<file path="config.mk">
export PLATFORM = sky130hd
export DESIGN_NAME = fit_policy_block_allocator_core
export DESIGN_NICKNAME = d
export VERILOG_FILES = /design/src/sv/fpba_pkg.sv /design/src/sv/fit_policy_block_allocator_core.sv
export SDC_FILE = /design/constraint.sdc
export NUM_CORES = 1
export LEC_CHECK = 0
export ABC_AREA = 1
export BUFFER_PORTS_ARGS = -buffer_cell sky130_fd_sc_hd__buf_4
export CORE_ASPECT_RATIO = 1.1
export CORE_MARGIN = 4
export CORE_UTILIZATION = 52
export DETAILED_ROUTE_END_ITERATION = 7
export PLACE_DENSITY = 0.74
export SYNTH_ARGS = -nofsm -noshare
export SYNTH_HDL_FRONTEND = slang
export SYNTH_SLANG_ARGS = --single-unit
</file>
<file path="constraint.sdc">
create_clock -name clk -period 2.9 [get_ports clk]
set_input_delay 0.87 -clock clk [delete_from_list [all_inputs] [get_ports clk]]
set_output_delay 0.87 -clock clk [all_outputs]
set_load 0.005 [all_outputs]
</file>
<file path="src/sv/fpba_pkg.sv">
// Shared types and codes for the fit-policy block allocator.
`default_nettype none

package fpba_pkg;

    localparam int IDX_FIELD_W  = 4;
    localparam int SIZE_FIELD_W = 16;
    localparam int STATUS_W     = 2;
    localparam int POLICY_W     = 2;
    localparam int NBLK_W       = 5;
    localparam int CFG_DATA_W   = 5;

    localparam logic [0:0] REG_FIT_POLICY = 1'b0;
    localparam logic [0:0] REG_NUM_BLOCKS = 1'b1;

    localparam logic [0:0] REQ_LOAD     = 1'b0;
    localparam logic [0:0] REQ_ALLOCATE = 1'b1;

    localparam logic [POLICY_W-1:0] FIT_FIRST = 2'd0;
    localparam logic [POLICY_W-1:0] FIT_BEST  = 2'd1;
    localparam logic [POLICY_W-1:0] FIT_WORST = 2'd2;

    localparam logic [STATUS_W-1:0] STATUS_LOADED    = 2'd0;
    localparam logic [STATUS_W-1:0] STATUS_ALLOCATED = 2'd1;
    localparam logic [STATUS_W-1:0] STATUS_NO_FIT    = 2'd2;

    localparam logic [POLICY_W-1:0] FIT_POLICY_RESET = FIT_FIRST;
    localparam logic [NBLK_W-1:0]   NUM_BLOCKS_RESET = 5'd16;

    typedef enum logic [1:0] {
        ST_IDLE,
        ST_SCAN,
        ST_UPDATE
    } state_t;

endpackage

`default_nettype wire

</file>
<file path="src/sv/fit_policy_block_allocator_core.sv">
// Fit-policy block allocator: free-size table with first, best and worst fit search.
// A load item, or an allocate item with no blocks in use, gives its result at the edge
// that accepts it. Otherwise an allocate item is accepted, then scans count entries,
// count = min(num_blocks, NUM_BLOCKS), through the table's single read port (registered
// read data), then writes back and responds once the output is free. Reset clears the
// table through per-entry valid bits, sets fit_policy to first fit and num_blocks to 16;
// the block is ready right after reset.
`default_nettype none

module fit_policy_block_allocator_core #(
    parameter int NUM_BLOCKS = 16,
    parameter int SIZE_WIDTH = 16
) (
    input  wire logic        clk,
    input  wire logic        rst_n,

    input  wire logic        cfg_we,
    input  wire logic [0:0]  cfg_index,
    input  wire logic [fpba_pkg::CFG_DATA_W-1:0] cfg_data,

    input  wire logic        s_tvalid,
    output logic             s_tready,
    input  wire logic [23:0] s_tdata,   // [3:0] block_index, [19:4] size_value, [23:20] zero
    input  wire logic [0:0]  s_tuser,   // [0] req_type

    output logic             m_tvalid,
    input  wire logic        m_tready,
    output logic [23:0]      m_tdata,   // [3:0] chosen_block, [19:4] remaining_size, [23:20] zero
    output logic [1:0]       m_tuser    // [1:0] status
);

    localparam int IDX_W = (NUM_BLOCKS > 1) ? $clog2(NUM_BLOCKS) : 1;
    localparam int CNT_W = $clog2(NUM_BLOCKS + 1);

    fpba_pkg::state_t state_reg, state_next;

    logic [fpba_pkg::POLICY_W-1:0] policy_reg;
    logic [fpba_pkg::NBLK_W-1:0]   nblk_reg;

    logic [SIZE_WIDTH-1:0] mem [NUM_BLOCKS];
    logic [NUM_BLOCKS-1:0] valid_reg, valid_next;

    logic                  mem_we;
    logic [IDX_W-1:0]      mem_wa;
    logic [SIZE_WIDTH-1:0] mem_wd;
    logic [IDX_W-1:0]      mem_ra;

    logic [SIZE_WIDTH-1:0] rd_data_reg;
    logic                  rd_bit_reg;
    logic                  rd_vld_reg, rd_vld_next;
    logic [IDX_W-1:0]      rd_idx_reg;

    logic [CNT_W-1:0]      issue_reg, issue_next;
    logic [CNT_W-1:0]      count_reg, count_next;
    logic                  found_reg, found_next;
    logic [IDX_W-1:0]      pick_reg, pick_next;
    logic [SIZE_WIDTH-1:0] best_reg, best_next;
    logic [SIZE_WIDTH-1:0] req_reg, req_next;

    logic                  out_vld_reg, out_vld_next;
    logic [1:0]            out_status_reg, out_status_next;
    logic [3:0]            out_block_reg, out_block_next;
    logic [15:0]           out_size_reg, out_size_next;

    logic                  out_free;
    logic                  in_fire;
    logic [3:0]            in_idx;
    logic [SIZE_WIDTH-1:0] in_size;
    logic [CNT_W-1:0]      in_count;
    logic [SIZE_WIDTH-1:0] have;
    logic                  take;
    logic [SIZE_WIDTH-1:0] diff;

    assign out_free = !out_vld_reg || m_tready;
    assign s_tready = (state_reg == fpba_pkg::ST_IDLE) && out_free;
    assign in_fire  = s_tvalid && s_tready;
    assign in_idx   = s_tdata[3:0];
    assign in_size  = SIZE_WIDTH'(s_tdata[19:4]);
    assign in_count = (nblk_reg > NUM_BLOCKS) ? CNT_W'(NUM_BLOCKS) : CNT_W'(nblk_reg);
    assign have     = rd_bit_reg ? rd_data_reg : '0;
    assign diff     = best_reg - req_reg;
    assign mem_ra   = issue_reg[IDX_W-1:0];

    assign m_tvalid = out_vld_reg;
    assign m_tuser  = out_status_reg;
    assign m_tdata  = {4'd0, out_size_reg, out_block_reg};

    always_comb
    begin
        take = 1'b0;
        if (rd_vld_reg && have >= req_reg)
        begin
            if (!found_reg)
                take = 1'b1;
            else if (policy_reg == fpba_pkg::FIT_BEST)
                take = have < best_reg;
            else if (policy_reg == fpba_pkg::FIT_WORST)
                take = have > best_reg;
        end
    end

    always_comb
    begin
        state_next      = state_reg;
        valid_next      = valid_reg;
        issue_next      = issue_reg;
        count_next      = count_reg;
        found_next      = found_reg;
        pick_next       = pick_reg;
        best_next       = best_reg;
        req_next        = req_reg;
        rd_vld_next     = 1'b0;
        out_vld_next    = out_vld_reg && !m_tready;
        out_status_next = out_status_reg;
        out_block_next  = out_block_reg;
        out_size_next   = out_size_reg;
        mem_we          = 1'b0;
        mem_wa          = IDX_W'(in_idx);
        mem_wd          = in_size;

        unique case (state_reg)
            fpba_pkg::ST_IDLE:
            begin
                if (in_fire)
                begin
                    if (s_tuser[0] == fpba_pkg::REQ_LOAD)
                    begin
                        out_vld_next    = 1'b1;
                        out_status_next = fpba_pkg::STATUS_LOADED;
                        out_block_next  = in_idx;
                        out_size_next   = '0;
                        if (in_idx < NUM_BLOCKS)
                        begin
                            mem_we                = 1'b1;
                            valid_next[mem_wa]    = 1'b1;
                            out_size_next         = 16'(in_size);
                        end
                    end
                    else
                    begin
                        req_next   = in_size;
                        count_next = in_count;
                        issue_next = '0;
                        found_next = 1'b0;
                        if (in_count == '0)
                        begin
                            out_vld_next    = 1'b1;
                            out_status_next = fpba_pkg::STATUS_NO_FIT;
                            out_block_next  = '0;
                            out_size_next   = '0;
                        end
                        else
                        begin
                            state_next = fpba_pkg::ST_SCAN;
                        end
                    end
                end
            end

            fpba_pkg::ST_SCAN:
            begin
                if (issue_reg < count_reg)
                begin
                    rd_vld_next = 1'b1;
                    issue_next  = issue_reg + 1'b1;
                end
                if (take)
                begin
                    found_next = 1'b1;
                    pick_next  = rd_idx_reg;
                    best_next  = have;
                end
                if (issue_reg == count_reg && rd_vld_reg)
                    state_next = fpba_pkg::ST_UPDATE;
            end

            fpba_pkg::ST_UPDATE:
            begin
                if (out_free)
                begin
                    out_vld_next = 1'b1;
                    state_next   = fpba_pkg::ST_IDLE;
                    if (found_reg)
                    begin
                        mem_we               = 1'b1;
                        mem_wa               = pick_reg;
                        mem_wd               = diff;
                        valid_next[pick_reg] = 1'b1;
                        out_status_next      = fpba_pkg::STATUS_ALLOCATED;
                        out_block_next       = 4'(pick_reg);
                        out_size_next        = 16'(diff);
                    end
                    else
                    begin
                        out_status_next = fpba_pkg::STATUS_NO_FIT;
                        out_block_next  = '0;
                        out_size_next   = '0;
                    end
                end
            end

            default:
            begin
                state_next = fpba_pkg::ST_IDLE;
            end
        endcase
    end

    always_ff @(posedge clk or negedge rst_n)
    begin
        if (!rst_n)
        begin
            state_reg   <= fpba_pkg::ST_IDLE;
            policy_reg  <= fpba_pkg::FIT_POLICY_RESET;
            nblk_reg    <= fpba_pkg::NUM_BLOCKS_RESET;
            valid_reg   <= '0;
            rd_vld_reg  <= 1'b0;
            issue_reg   <= '0;
            count_reg   <= '0;
            found_reg   <= 1'b0;
            out_vld_reg <= 1'b0;
        end
        else
        begin
            state_reg   <= state_next;
            valid_reg   <= valid_next;
            rd_vld_reg  <= rd_vld_next;
            issue_reg   <= issue_next;
            count_reg   <= count_next;
            found_reg   <= found_next;
            out_vld_reg <= out_vld_next;
            if (cfg_we)
            begin
                unique case (cfg_index)
                    fpba_pkg::REG_FIT_POLICY: policy_reg <= cfg_data[fpba_pkg::POLICY_W-1:0];
                    fpba_pkg::REG_NUM_BLOCKS: nblk_reg   <= cfg_data[fpba_pkg::NBLK_W-1:0];
                    default:                  policy_reg <= policy_reg;
                endcase
            end
        end
    end

    always_ff @(posedge clk)
    begin
        pick_reg       <= pick_next;
        best_reg       <= best_next;
        req_reg        <= req_next;
        out_status_reg <= out_status_next;
        out_block_reg  <= out_block_next;
        out_size_reg   <= out_size_next;
        rd_idx_reg     <= mem_ra;
        rd_bit_reg     <= valid_reg[mem_ra];
    end

    always_ff @(posedge clk)
    begin
        if (mem_we)
            mem[mem_wa] <= mem_wd;
        rd_data_reg <= mem[mem_ra];
    end

    a_issue_bound: assert property (@(posedge clk) disable iff (!rst_n)
        issue_reg <= count_reg)
        else $error("scan issued past the block count");

    a_accept_moves: assert property (@(posedge clk) disable iff (!rst_n)
        in_fire |=> (state_reg == fpba_pkg::ST_SCAN) || m_tvalid)
        else $error("accepted item neither scanned nor answered");

    a_update_answers: assert property (@(posedge clk) disable iff (!rst_n)
        (state_reg == fpba_pkg::ST_UPDATE && out_free) |=>
            m_tvalid && (m_tuser == fpba_pkg::STATUS_ALLOCATED
                         || m_tuser == fpba_pkg::STATUS_NO_FIT))
        else $error("update step gave no allocation result");

    a_found_fits: assert property (@(posedge clk) disable iff (!rst_n)
        (state_reg == fpba_pkg::ST_UPDATE && found_reg) |-> best_reg >= req_reg)
        else $error("chosen block smaller than request");

    a_scan_idle_ready: assert property (@(posedge clk) disable iff (!rst_n)
        (state_reg == fpba_pkg::ST_SCAN) |-> !s_tready)
        else $error("ready during scan");

endmodule

`default_nettype wire

</file>
Word-level counts from Yosys, hierarchy flattened
Memory sizes are Yosys's and may differ from the RTL's. A register that Yosys moved wholly into a read port is not among the register bits.
Index checks and enable logic that the tools add are counted.
{"block": "totals", "mem_bits_rw": 256, "word_cells": 140, "out_inout_bits": 28, "ff_bits": 101, "n_memories": 1, "inputBits": 36}
{"memory": "mem", "depth": 16, "word_bits": 16, "rd": 1, "rd_clocked_by_memory_dff": 1, "wr": 1, "line_no": "fit_policy_block_allocator_core.sv:40", "rtl": "logic [SIZE_WIDTH-1:0] mem [NUM_BLOCKS];"}
{"block": "op_classes", "n_reduce_logical": 23, "n_lt_le_gt_ge": 10, "eq_ne": 15, "bitwise_logic": 3, "mux": 69, "add_sub_neg": 2}
{"op": "16-bit two-way mux", "count": 13}
{"op": "16-bit case mux with 2 select lines", "count": 2}
{"op": "4-bit two-way mux", "count": 8}
{"op": "16-bit bitwise OR", "count": 2}
{"op": "1-bit two-way mux", "count": 22}
{"op": "2-bit two-way mux", "count": 10}
{"op": "5-bit two-way mux", "count": 4}
{"op": "2-bit != test, second input constant", "count": 9}
{"op": "16-bit >= comparator", "count": 1}
{"op": "16-bit > comparator", "count": 1}
{"op": "16-bit less-than comparator", "count": 1}
{"op": "16-bit subtractor", "count": 1}
{"op": "4-bit by 5-bit less-than comparator with 1-bit output, second input constant", "count": 3}
{"op": "4-bit AND reduction", "count": 3}
{"op": "5-bit case mux with 2 select lines", "count": 1}
{"op": "5-bit AND reduction", "count": 2}
{"op": "1-bit demux with 4-bit select", "count": 2}
{"op": "4-bit by 1-bit >= comparator with 1-bit output, second input constant", "count": 2}
{"op": "4-bit case mux with 2 select lines", "count": 1}
{"op": "1-bit logical AND", "count": 7}
{"op": "1-bit case mux with 2 select lines", "count": 3}
{"op": "2-bit case mux with 3 select lines", "count": 1}
{"op": "2-bit AND reduction", "count": 3}
{"op": "5-bit by 1-bit adder with 5-bit output, second input constant", "count": 1}
{"op": "other kinds (15)", "count": 19}

Depth between registers and ports, before layout
Gate-level depths: netlist (run 1).
{"block": "depth", "depth_word": 8, "ltp_mapped": 17}

Least setup slack after synthesis (run 1)
Ideal clock, no wire load.
{"block": "synth_path", "path_type": "in2reg", "startpoint": "input port m_tready", "endpoint": "memory mem[14][0], enable pin", "cell_stages": 10, "arrival_time_ns": 2.391, "slack_ns": 0.121, "setup_ns": 0.388, "n_path_buf": 1, "path_cell_list": "nor2_8 > nor2_4 > nand2_4 > buf_6 > nand2_2 > o21ai_2 > inv_2 > nor2_1 > inv_2 > nor2_1"}
{"block": "synth_via", "elab_chain_cells": 7}
{"item": "start: declaration", "line_no": "fit_policy_block_allocator_core.sv:27", "rtl": "input wire logic m_tready,"}
{"item": "1-bit logical OR (*)", "line_no": "fit_policy_block_allocator_core.sv:74", "rtl": "assign out_free = !out_vld_reg || m_tready;"}
{"item": "1-bit logical AND", "line_no": "fit_policy_block_allocator_core.sv:75", "rtl": "assign s_tready = (state_reg == fpba_pkg::ST_IDLE) && out_free;"}
{"item": "1-bit logical AND", "line_no": "fit_policy_block_allocator_core.sv:76", "rtl": "assign in_fire = s_tvalid && s_tready;"}
{"item": "1-bit two-way mux", "line_no": "fit_policy_block_allocator_core.sv:124", "rtl": "if (in_fire)"}
{"item": "1-bit case mux with 2 select lines", "line_no": "fit_policy_block_allocator_core.sv:121", "rtl": "unique case (state_reg)"}
{"item": "1-bit two-way mux", "line_no": "fit_policy_block_allocator_core.sv:257", "rtl": "if (mem_we)"}
{"item": "1-bit two-way mux (not written as such)", "line_no": "fit_policy_block_allocator_core.sv:258", "rtl": "mem[mem_wa] <= mem_wd;"}
{"item": "end: declaration", "line_no": "fit_policy_block_allocator_core.sv:40"}
Every way passes the cells marked *; elsewhere a longest branch is shown, timed or not.

Final worst setup path (run 1)
{"block": "layout_path", "startpoint": "register best_reg[2]", "endpoint": "memory mem[14][9], data pin"}
{"block": "layout_via", "elab_chain_cells": 4}
{"item": "start: declaration", "line_no": "fit_policy_block_allocator_core.sv:57", "rtl": "logic [SIZE_WIDTH-1:0] best_reg, best_next;"}
{"item": "start signal: assignment", "line_no": "fit_policy_block_allocator_core.sv:246", "rtl": "best_reg <= best_next;"}
{"item": "16-bit subtractor", "line_no": "fit_policy_block_allocator_core.sv:81", "rtl": "assign diff = best_reg - req_reg;"}
{"item": "16-bit two-way mux", "line_no": "fit_policy_block_allocator_core.sv:183", "rtl": "if (found_reg)"}
{"item": "16-bit two-way mux", "line_no": "fit_policy_block_allocator_core.sv:179", "rtl": "if (out_free)"}
{"item": "16-bit two-way mux", "line_no": "fit_policy_block_allocator_core.sv:121"}
{"item": "net mem_wd[9]", "line_no": "fit_policy_block_allocator_core.sv:45", "rtl": "logic [SIZE_WIDTH-1:0] mem_wd;"}
The timed path passes the listed nets, and every way through them passes these cells.

==> results of run 1 <==
[what timing repair did]
action	in CTS	in global routing
hold endpoints to repair	0	0
setup endpoints to repair	0	16
gates resized for setup	0	2
[area by class of cell]
class	count	share of cell area, %
sequential	373	56.9
timing repair buffer	112	5.68
clock buffer	48	5.36
multi-input combinational	854	24.8
tap	414	2.73
clock inverter	20	1.58
inverter	145	2.91
[logic make-up (layout without fill, tap and decap cells)]
family                   after synthesis  in the layout  synth area share [%]
adder cells (fa/ha/maj)               51             51                  3.96
multiplexers                           1              1                0.0691
flip-flops                           373            373                  66.3
other                                  1              4                0.0230
XOR/XNOR                               8              8                 0.430
AND/OR/NAND/NOR                      456            456                  12.2
buffers and inverters                208            325                  5.10
AO/OA/AOI/OAI                        334            334                  11.9
[power groups by stage]
| stage | Combinational [W] | Clock (W) | Sequential [W] |
|---|---|---|---|
| 6_report | 0.00437 | 0.00508 | 0.00676 |
| 5_1_grt | 0.00489 | 0.00537 | 0.00680 |
| 4_1_cts | 0.00435 | 0.00516 | 0.00675 |
| 3_5_place_dp | 0.00431 | 0 | 0.00686 |
| 3_3_place_gp | 0.00419 | 0 | 0.00685 |
| 2_1_floorplan | 0.00286 | 0 | 0.00678 |
[through the flow]
step                      instance area [um^2]  std cells  worst slack (ns)
after global routing                     19000       1966            0.0229
after CTS                                19000       1966             0.225
after global placement                   17700       1898             0.236
after floorplan                          16300       1435             0.121
after detailed placement                 17700       1898             0.209
final                                    19000       1966             0.205
[routing by layer]
metal,wire [um],GRT usage (%)
met5,0,0
met4,1310,8.11
met3,3320,3.92
met2,18400,36.9
met1,16000,30.1
[worst max-delay path: stages, from the launching register on]
cell      delay, ns
edfxtp_1       0.42
ha_1           0.38
a21oi_1        0.15
nand2_1        0.11
a21boi_0       0.33
o21ai_0        0.17
nand2_1        0.10
nand2_1        0.05
nand2_1        0.05
nand2_1        0.07
o21ai_0        0.16
buf_4          0.20
inv_1          0.05
buf_4          0.18
[worst max path at each step]
stage | slack (ns) | to | depth (start not counted) | start
after global placement | 0.24 | out_size_reg[6] | 8 | m_tready
after CTS | 0.22 | mem[2][10] | 14 | best_reg[0]
after global routing | 0.02 | mem[0][10] | 14 | best_reg[0]
after floorplan | 0.12 | mem[14][0] | 10 | m_tready
after detailed placement | 0.21 | out_size_reg[5] | 8 | m_tready
final | 0.20 | mem[14][9] | 13 | best_reg[2]
[cells in the final DEF (no fill, tap or decap), types with 14 or more instances in the layout]
master,netlist,final
nor2_2,0,14
nand2_1,170,169
nor2_1,172,158
dfxtp_1,21,21
edfxtp_1,314,314
inv_1,135,134
buf_4,4,93
a21oi_1,43,43
o21ai_0,181,181
nand3_1,67,67
dfrtp_1,37,35
o22ai_1,52,52
buf_12,0,19
o221ai_1,26,26
ha_1,50,50
clkbuf_16,0,38
==> impl_metrics.tcl, run 1 <==
set metrics [dict create \
    outcome "completed" \
    clockBufferDepth 3 \
    p_total_w 0.0162 \
    grt_pass1_vias 11022 \
    synth_cell_type_count 53 \
    largest_reg_flops 256 \
    row_count 67 \
    synth-seq-area-share_pct 66.3 \
    synthCells 1432 \
    hold_path_class "in2async" \
    finalSetupTns_ns 0 \
    power.density_nw_per_um2 853 \
    r2r_start "best_reg[2]" \
    multiInputGateArea_um2 4720 \
    synthTopCellsByArea "edfxtp_1, dfrtp_1, o21ai_0, nor2_1, nand2_1" \
    crit_arrival_ns 2.97 \
    fin_nets 1611 \
    regToRegSetupSlack_ns 0.20 \
    post_cts.repair.setup_buffers 0 \
    cts_tree "done" \
    cp_max_fo 16 \
    ir_drop_mv 0.567 \
    clock_latency_ns 0.54 \
    routedWlPerCell_um 19.9 \
    crit_type "reg2reg" \
    synth_area_um2 16300 \
    internal-power_w 0.0110 \
    antenna_cells 0 \
    fin_crit_ns 2.70 \
    max-cap-violations 0 \
    cts-hold-fix-buffers 0 \
    drc 0 \
    final_hold_viol_count 0 \
    wirelength_mm 39.1 \
    avgSynthCellArea_um2 11.4 \
    place.gp.congestion 0.909 \
    setup-violations-final 0 \
    reg2regPathDepth 13 \
    vias 11223 \
    worst_setup_path_start_kind "flop" \
    comb_power_share_pct 26.9 \
    root_buffer "clkbuf_16" \
    switchingPower_w 0.00516 \
    grt_overflow 0 \
    crit_required_ns 3.17 \
    start_util_pct 53.1 \
    fp.dieW_um 177 \
    portBuffers 55 \
    holdWs_ns 0.308 \
    die_area_um2 34200 \
    coreArea_um2 30700 \
    seqCellArea_um2 10800 \
    yosysTopAreaCellShare_pct 57.8 \
    slew_violations 0 \
    synth_top_cell_by_area "edfxtp_1" \
    seqPwrFrac_pct 41.7 \
    fin_crit_sh_pct 92.9 \
    clk_pin_slew_ns 0.06 \
    rsz0062_at_grt "false" \
    final_util_pct 61.9 \
    fp.dieH_um 194 \
    relSlewSlack_pct 42.0 \
    clock-sinks 373 \
    r2r-end "mem[14][9]" \
    largest-register "mem" \
    swShare_pct 31.8 \
    synth_seq_cells 373 \
    endpoint_kind "flop" \
    ys.warnings.count 0 \
    synth.top_cells.by_count "edfxtp_1, o21ai_0, nor2_1" \
    drt_iter0_drc 899 \
    grt_use_total_pct 22.4 \
    ant_nets 0 \
    dr.pass1.iters 5 \
    antenna_found_initial 0 \
    io-pin-count 64 \
    p_clk_share_pct 31.4 \
    grt_max_degree 140 \
    fill_cells 2398 \
    synth_edf_count 314 \
    synth_ff_type "edfxtp_1" \
    grt_pass1_wl_mm 60.0 \
    yosysMostFrequentCell "edfxtp_1" \
    finalClockSkew_ns 0.0121 \
    drive_above_1_share_pct 14.8 \
    place_hpwl_mm 24.2 \
    power.leakage_nw 7.43 \
    h-tree-depth 2 \
    vias_per_cell 5.71 \
    worstMarginPinSlew_ns 0.869 \
    numCtsBuffers 38 \
    max_freq_mhz 371 \
    area_delta_synth_final_pct 16.5 \
    ys_async_sr_fraction_pct 10.2 \
]
(Power assumes the default switching activity.)
==> run 2: changes to the inputs <==
- clock period: 2.9 -> 3.45 ns (I/O delays scaled with it)
==> run 2 against run 1 <==
Effect of this change: flip-flop and latch count did not move; wire length fell by 2.8%; clock-buffer cell count rose by 1; non-clock buffer count fell by 12; critical path depth did not move; die area did not move; first-iteration DRC count rose by 18%; largest power group unchanged.
==> impl_metrics.tcl, run 2 (synthesis results as in run 1) <==
set metrics [dict create \
    outcome "completed" \
    hold_path_class "reg2reg" \
    hp-start "rd_idx_reg[2]" \
    clk_pin_slew_ns 0.06 \
    final_common_cell "edfxtp_1" \
    rsz0062_at_grt "false" \
    cp_max_fo 16 \
    antenna_cells 0 \
    power.leakage_nw 7.29 \
    mostFrequentLayoutCells "edfxtp_1, o21ai_0, nand2_1" \
    crit_arrival_ns 3.13 \
    crit_required_ns 3.62 \
    grt_pass1_wl_mm 58.4 \
    clock_latency_ns 0.55 \
    row_count 67 \
    post_cts.repair.setup_buffers 0 \
    power.density_nw_per_um2 721 \
    finalClockSkew_ns 0.0258 \
    cts_resized 0 \
    start_util_pct 53.1 \
    grt_overflow 0 \
    wirelength_mm 37.9 \
    grt_use_total_pct 21.7 \
    ir_drop_mv 0.397 \
    vias_per_cell 5.64 \
    cts-hold-fix-buffers 0 \
    final_hold_viol_count 0 \
    regToRegSetupSlack_ns 0.48 \
    p_total_w 0.0134 \
    reg2regPathDepth 13 \
    max-cap-violations 0 \
    portBuffers 55 \
    final_util_pct 60.7 \
    root_buffer "clkbuf_16" \
    whs_path_depth 0 \
    numCtsBuffers 38 \
    place_ws_ns 0.539 \
    ant_nets 0 \
    relSlewSlack_pct 38.7 \
    max_freq_mhz 337 \
    vias 11039 \
    fin_nets 1599 \
    coreArea_um2 30700 \
    worst_setup_path_start_kind "flop" \
    grt_max_degree 95 \
    largest_reg_flops 256 \
    area_delta_synth_final_pct 14.2 \
    dr.pass1.iters 5 \
    fin_crit_ns 2.97 \
    h-tree-depth 2 \
    setup-violations-final 0 \
    worstMarginPinSlew_ns 0.919 \
    largest-register "mem" \
    place.gp.congestion 0.930 \
    min_to "pick_reg[2]" \
    cts_tree "done" \
    clockBufferDepth 3 \
    drc 0 \
    clock-sinks 373 \
    antenna_found_initial 0 \
    die_area_um2 34200 \
    r2r_start "best_reg[0]" \
    place_hpwl_mm 24.5 \
    crit_type "reg2reg" \
    endpoint_kind "flop" \
    routedWlPerCell_um 19.4 \
    fp.dieW_um 177 \
    grt_pass1_vias 10843 \
    drt_iter0_drc 1064 \
    r2r-end "mem[7][14]" \
    fin_crit_sh_pct 86.0 \
    setup_ws_ns 0.484 \
    slew_violations 0 \
    drive_above_1_share_pct 13.7 \
    io-pin-count 64 \
    finalSetupTns_ns 0 \
    fp.dieH_um 194 \
]
run 2: worst max path at each step:
stage	start	to	slack (ns)	cells after the start
6_report	best_reg[0]	mem[7][14]	0.48	13
5_1_grt	best_reg[0]	mem[7][14]	0.31	13
4_1_cts	best_reg[0]	mem[7][14]	0.54	13
3_5_place_dp	m_tready	mem[14][7]	0.54	9
3_3_place_gp	m_tready	mem[3][14]	0.54	7
2_1_floorplan	m_tready	mem[14][0]	0.51	10
run 2: through the flow:
stage	cells	area [um^2]	hold slack, ns
CTS	1956	18600	0.408
global route	1956	18600	0.411
detailed placement	1886	17400	0.391
floorplan	1435	16300	0.368
global placement	1886	17400	0.386
finish	1956	18600	0.407
run 2: metal layers:
metal	track usage (%)	part of all wire, %	up-vias
li1	-	-	5214
met3	2.94	6.5	87
met1	28.6	40	5334
met2	36.3	49	404
met5	0	0	-
met4	9.29	4.3	0
run 2: cell type report:
class,instances,area [um^2]
Clock buffer,49,1020
Sequential cell,373,10800
Timing Repair Buffer,100,776
Fill cell,2416,12100
Inverter,145,553
Multi-Input combinational cell,854,4710
Tap cell,414,518
Clock inverter,21,230
run 2: worst max-delay path: stages (launching register included):
cell,delay [ns]
edfxtp_1,0.40
inv_1,0.07
ha_1,0.14
inv_1,0.05
fa_1,0.40
nand3_1,0.10
nand2_1,0.11
a21boi_1,0.26
nand3b_1,0.18
nand3_1,0.07
nand2_1,0.09
nand2_1,0.05
o21ai_0,0.24
inv_1,0.41
run 2: where the power goes:
group | internal [W] | total (W) | switching, W
combinational | 0.00118 | 0.00358 | 0.00240
sequential | 0.00547 | 0.00575 | 0.000278
clock | 0.00242 | 0.00409 | 0.00167
==> run 3: changes to the inputs <==
- RECOVER_POWER: not set -> 25
==> run 3 against run 2 <==
Effect of this change: the run now ends with capacitance limit, slew limit left; wire length rose by 0.18%; register-to-register slack got worse by 0.05 ns; combinational power fell by 1%; clock power is essentially flat; critical path type is now in2reg; largest cell class unchanged; largest power group unchanged.
==> impl_metrics.tcl, run 3 (synthesis results as in run 1) <==
set metrics [dict create \
    final_hold_viol_count 0 \
    largest_reg_flops 256 \
    grt_max_degree 95 \
    root_buffer "clkbuf_16" \
    die_area_um2 34200 \
    crit_required_ns 3.72 \
    row_count 67 \
    outcome "finished, violations left" \
    vias 11032 \
    crit_type "in2reg" \
    clockBufferDepth 3 \
    endpoint "mem[13][6]" \
    drt_iter0_drc 1072 \
    multiInputGateArea_um2 4640 \
    fin_crit_sh_pct 90.4 \
    drive_above_1_share_pct 11.7 \
    grt_pass1_vias 10843 \
    relSlewSlack_pct -41.0 \
    max-cap-violations 2 \
    clock_latency_ns 0.54 \
    portBuffers 55 \
    violations "capacitance limit, slew limit" \
    regToRegSetupSlack_ns 0.43 \
    mostFrequentLayoutCells "edfxtp_1, o21ai_0, nand2_1" \
    fp.dieW_um 177 \
    setup-violations-final 0 \
    post_cts.repair.setup_buffers 0 \
    grt_use_total_pct 21.7 \
    clk_pin_slew_ns 0.06 \
    power.density_nw_per_um2 725 \
    finalSetupTns_ns 0 \
    crit_start "m_tready" \
    wirelength_mm 38.0 \
    final_common_cell "edfxtp_1" \
    place_hpwl_mm 24.5 \
    max_freq_mhz 321 \
    antenna_found_initial 0 \
    finalClockSkew_ns 0.0231 \
    r2r_start "state_reg[0]" \
    start_util_pct 53.1 \
    holdWs_ns 0.408 \
    seqCellArea_um2 10800 \
    ant_nets 0 \
    reg2regPathDepth 8 \
    r2r-end "mem[14][14]" \
    hold_path_class "reg2reg" \
    place.gp.congestion 0.930 \
    h-tree-depth 2 \
    dr.pass1.iters 5 \
    coreArea_um2 30700 \
    cts_tree "done" \
    cts_resized 0 \
    fill_cells 2444 \
    fin_crit_ns 3.12 \
    worstMarginPinSlew_ns 2.11 \
    largest-register "mem" \
    cp_max_fo 18 \
    fin_nets 1599 \
    grt_overflow 0 \
    crit_arrival_ns 3.38 \
    grt_pass1_wl_mm 58.4 \
    clock-sinks 373 \
    endpoint_kind "flop" \
    routedWlPerCell_um 19.4 \
    drc 0 \
    io-pin-count 64 \
    area_delta_synth_final_pct 13.3 \
    numCtsBuffers 38 \
    antenna_cells 0 \
    rsz0062_at_grt "false" \
    vias_per_cell 5.64 \
    worst_setup_path_start_kind "input port" \
    cts-hold-fix-buffers 0 \
    ir_drop_mv 0.397 \
    power.leakage_nw 7.17 \
    slew_violations 112 \
    fp.dieH_um 194 \
]
## run 3: changes by cell type in the layout (fill, tap and decap cells not counted), sizes merged
cell	before	now
clkbuf	49	85
buf	100	64
## run 3: final cells by class
| class | count | share of cell area, % |
|---|---|---|
| clock inverter | 21 | 1.25 |
| clock buffer | 49 | 5.54 |
| tap | 414 | 2.81 |
| multi-input combinational | 854 | 25.1 |
| inverter | 145 | 3.00 |
| sequential | 373 | 58.5 |
| timing repair buffer | 100 | 3.75 |
## run 3: per-layer routing
| layer | vias up | wire length, um | track usage, % |
|---|---|---|---|
| li1 | 5213 | - | - |
| met1 | 5342 | 15400 | 28.6 |
| met2 | 389 | 18500 | 36.3 |
| met3 | 88 | 2470 | 2.94 |
| met4 | 0 | 1650 | 9.29 |
| met5 | - | 0 | 0 |
## run 3: worst min path at each step
stage / start / end / slack, ns / depth (start not counted)
finish: rd_idx_reg[2] / pick_reg[2] / 0.41 / 0
CTS: rd_idx_reg[1] / pick_reg[1] / 0.41 / 0
global route: rd_idx_reg[2] / pick_reg[2] / 0.41 / 0
floorplan: issue_reg[2] / rd_idx_reg[2] / 0.37 / 0
detailed placement: rd_idx_reg[1] / pick_reg[1] / 0.39 / 0
global placement: rd_idx_reg[1] / pick_reg[1] / 0.39 / 0
## run 3: power breakdown
part	internal, W	switching [W]
logic	0.00116	0.00238
registers	0.00548	0.000275
clock network	0.00242	0.00168
total	0.00905	0.00433
## run 3: metrics by stage
step | std cells | setup WS [ns] | cell area [um^2] | util (%) | power, W
after floorplan | 1435 | 0.506 | 16300 | - | 0.00811
after global placement | 1886 | 0.545 | 17400 | 56.6 | 0.00927
after detailed placement | 1886 | 0.539 | 17400 | 56.6 | 0.00939
after CTS | 1956 | 0.535 | 18600 | 60.7 | 0.0135
final | 1956 | 0.331 | 18500 | 60.2 | 0.0134
after global routing | 1956 | 0.178 | 18500 | 60.2 | 0.0141
## run 3: worst max-delay path, cell delays in order
cell and delay, ns:
clkbuf_4 0.11, nor2_1 0.64, nor2_4 0.03, nand2_1 0.22, clkbuf_1 0.67, o21ai_0 0.37, buf_4 0.29
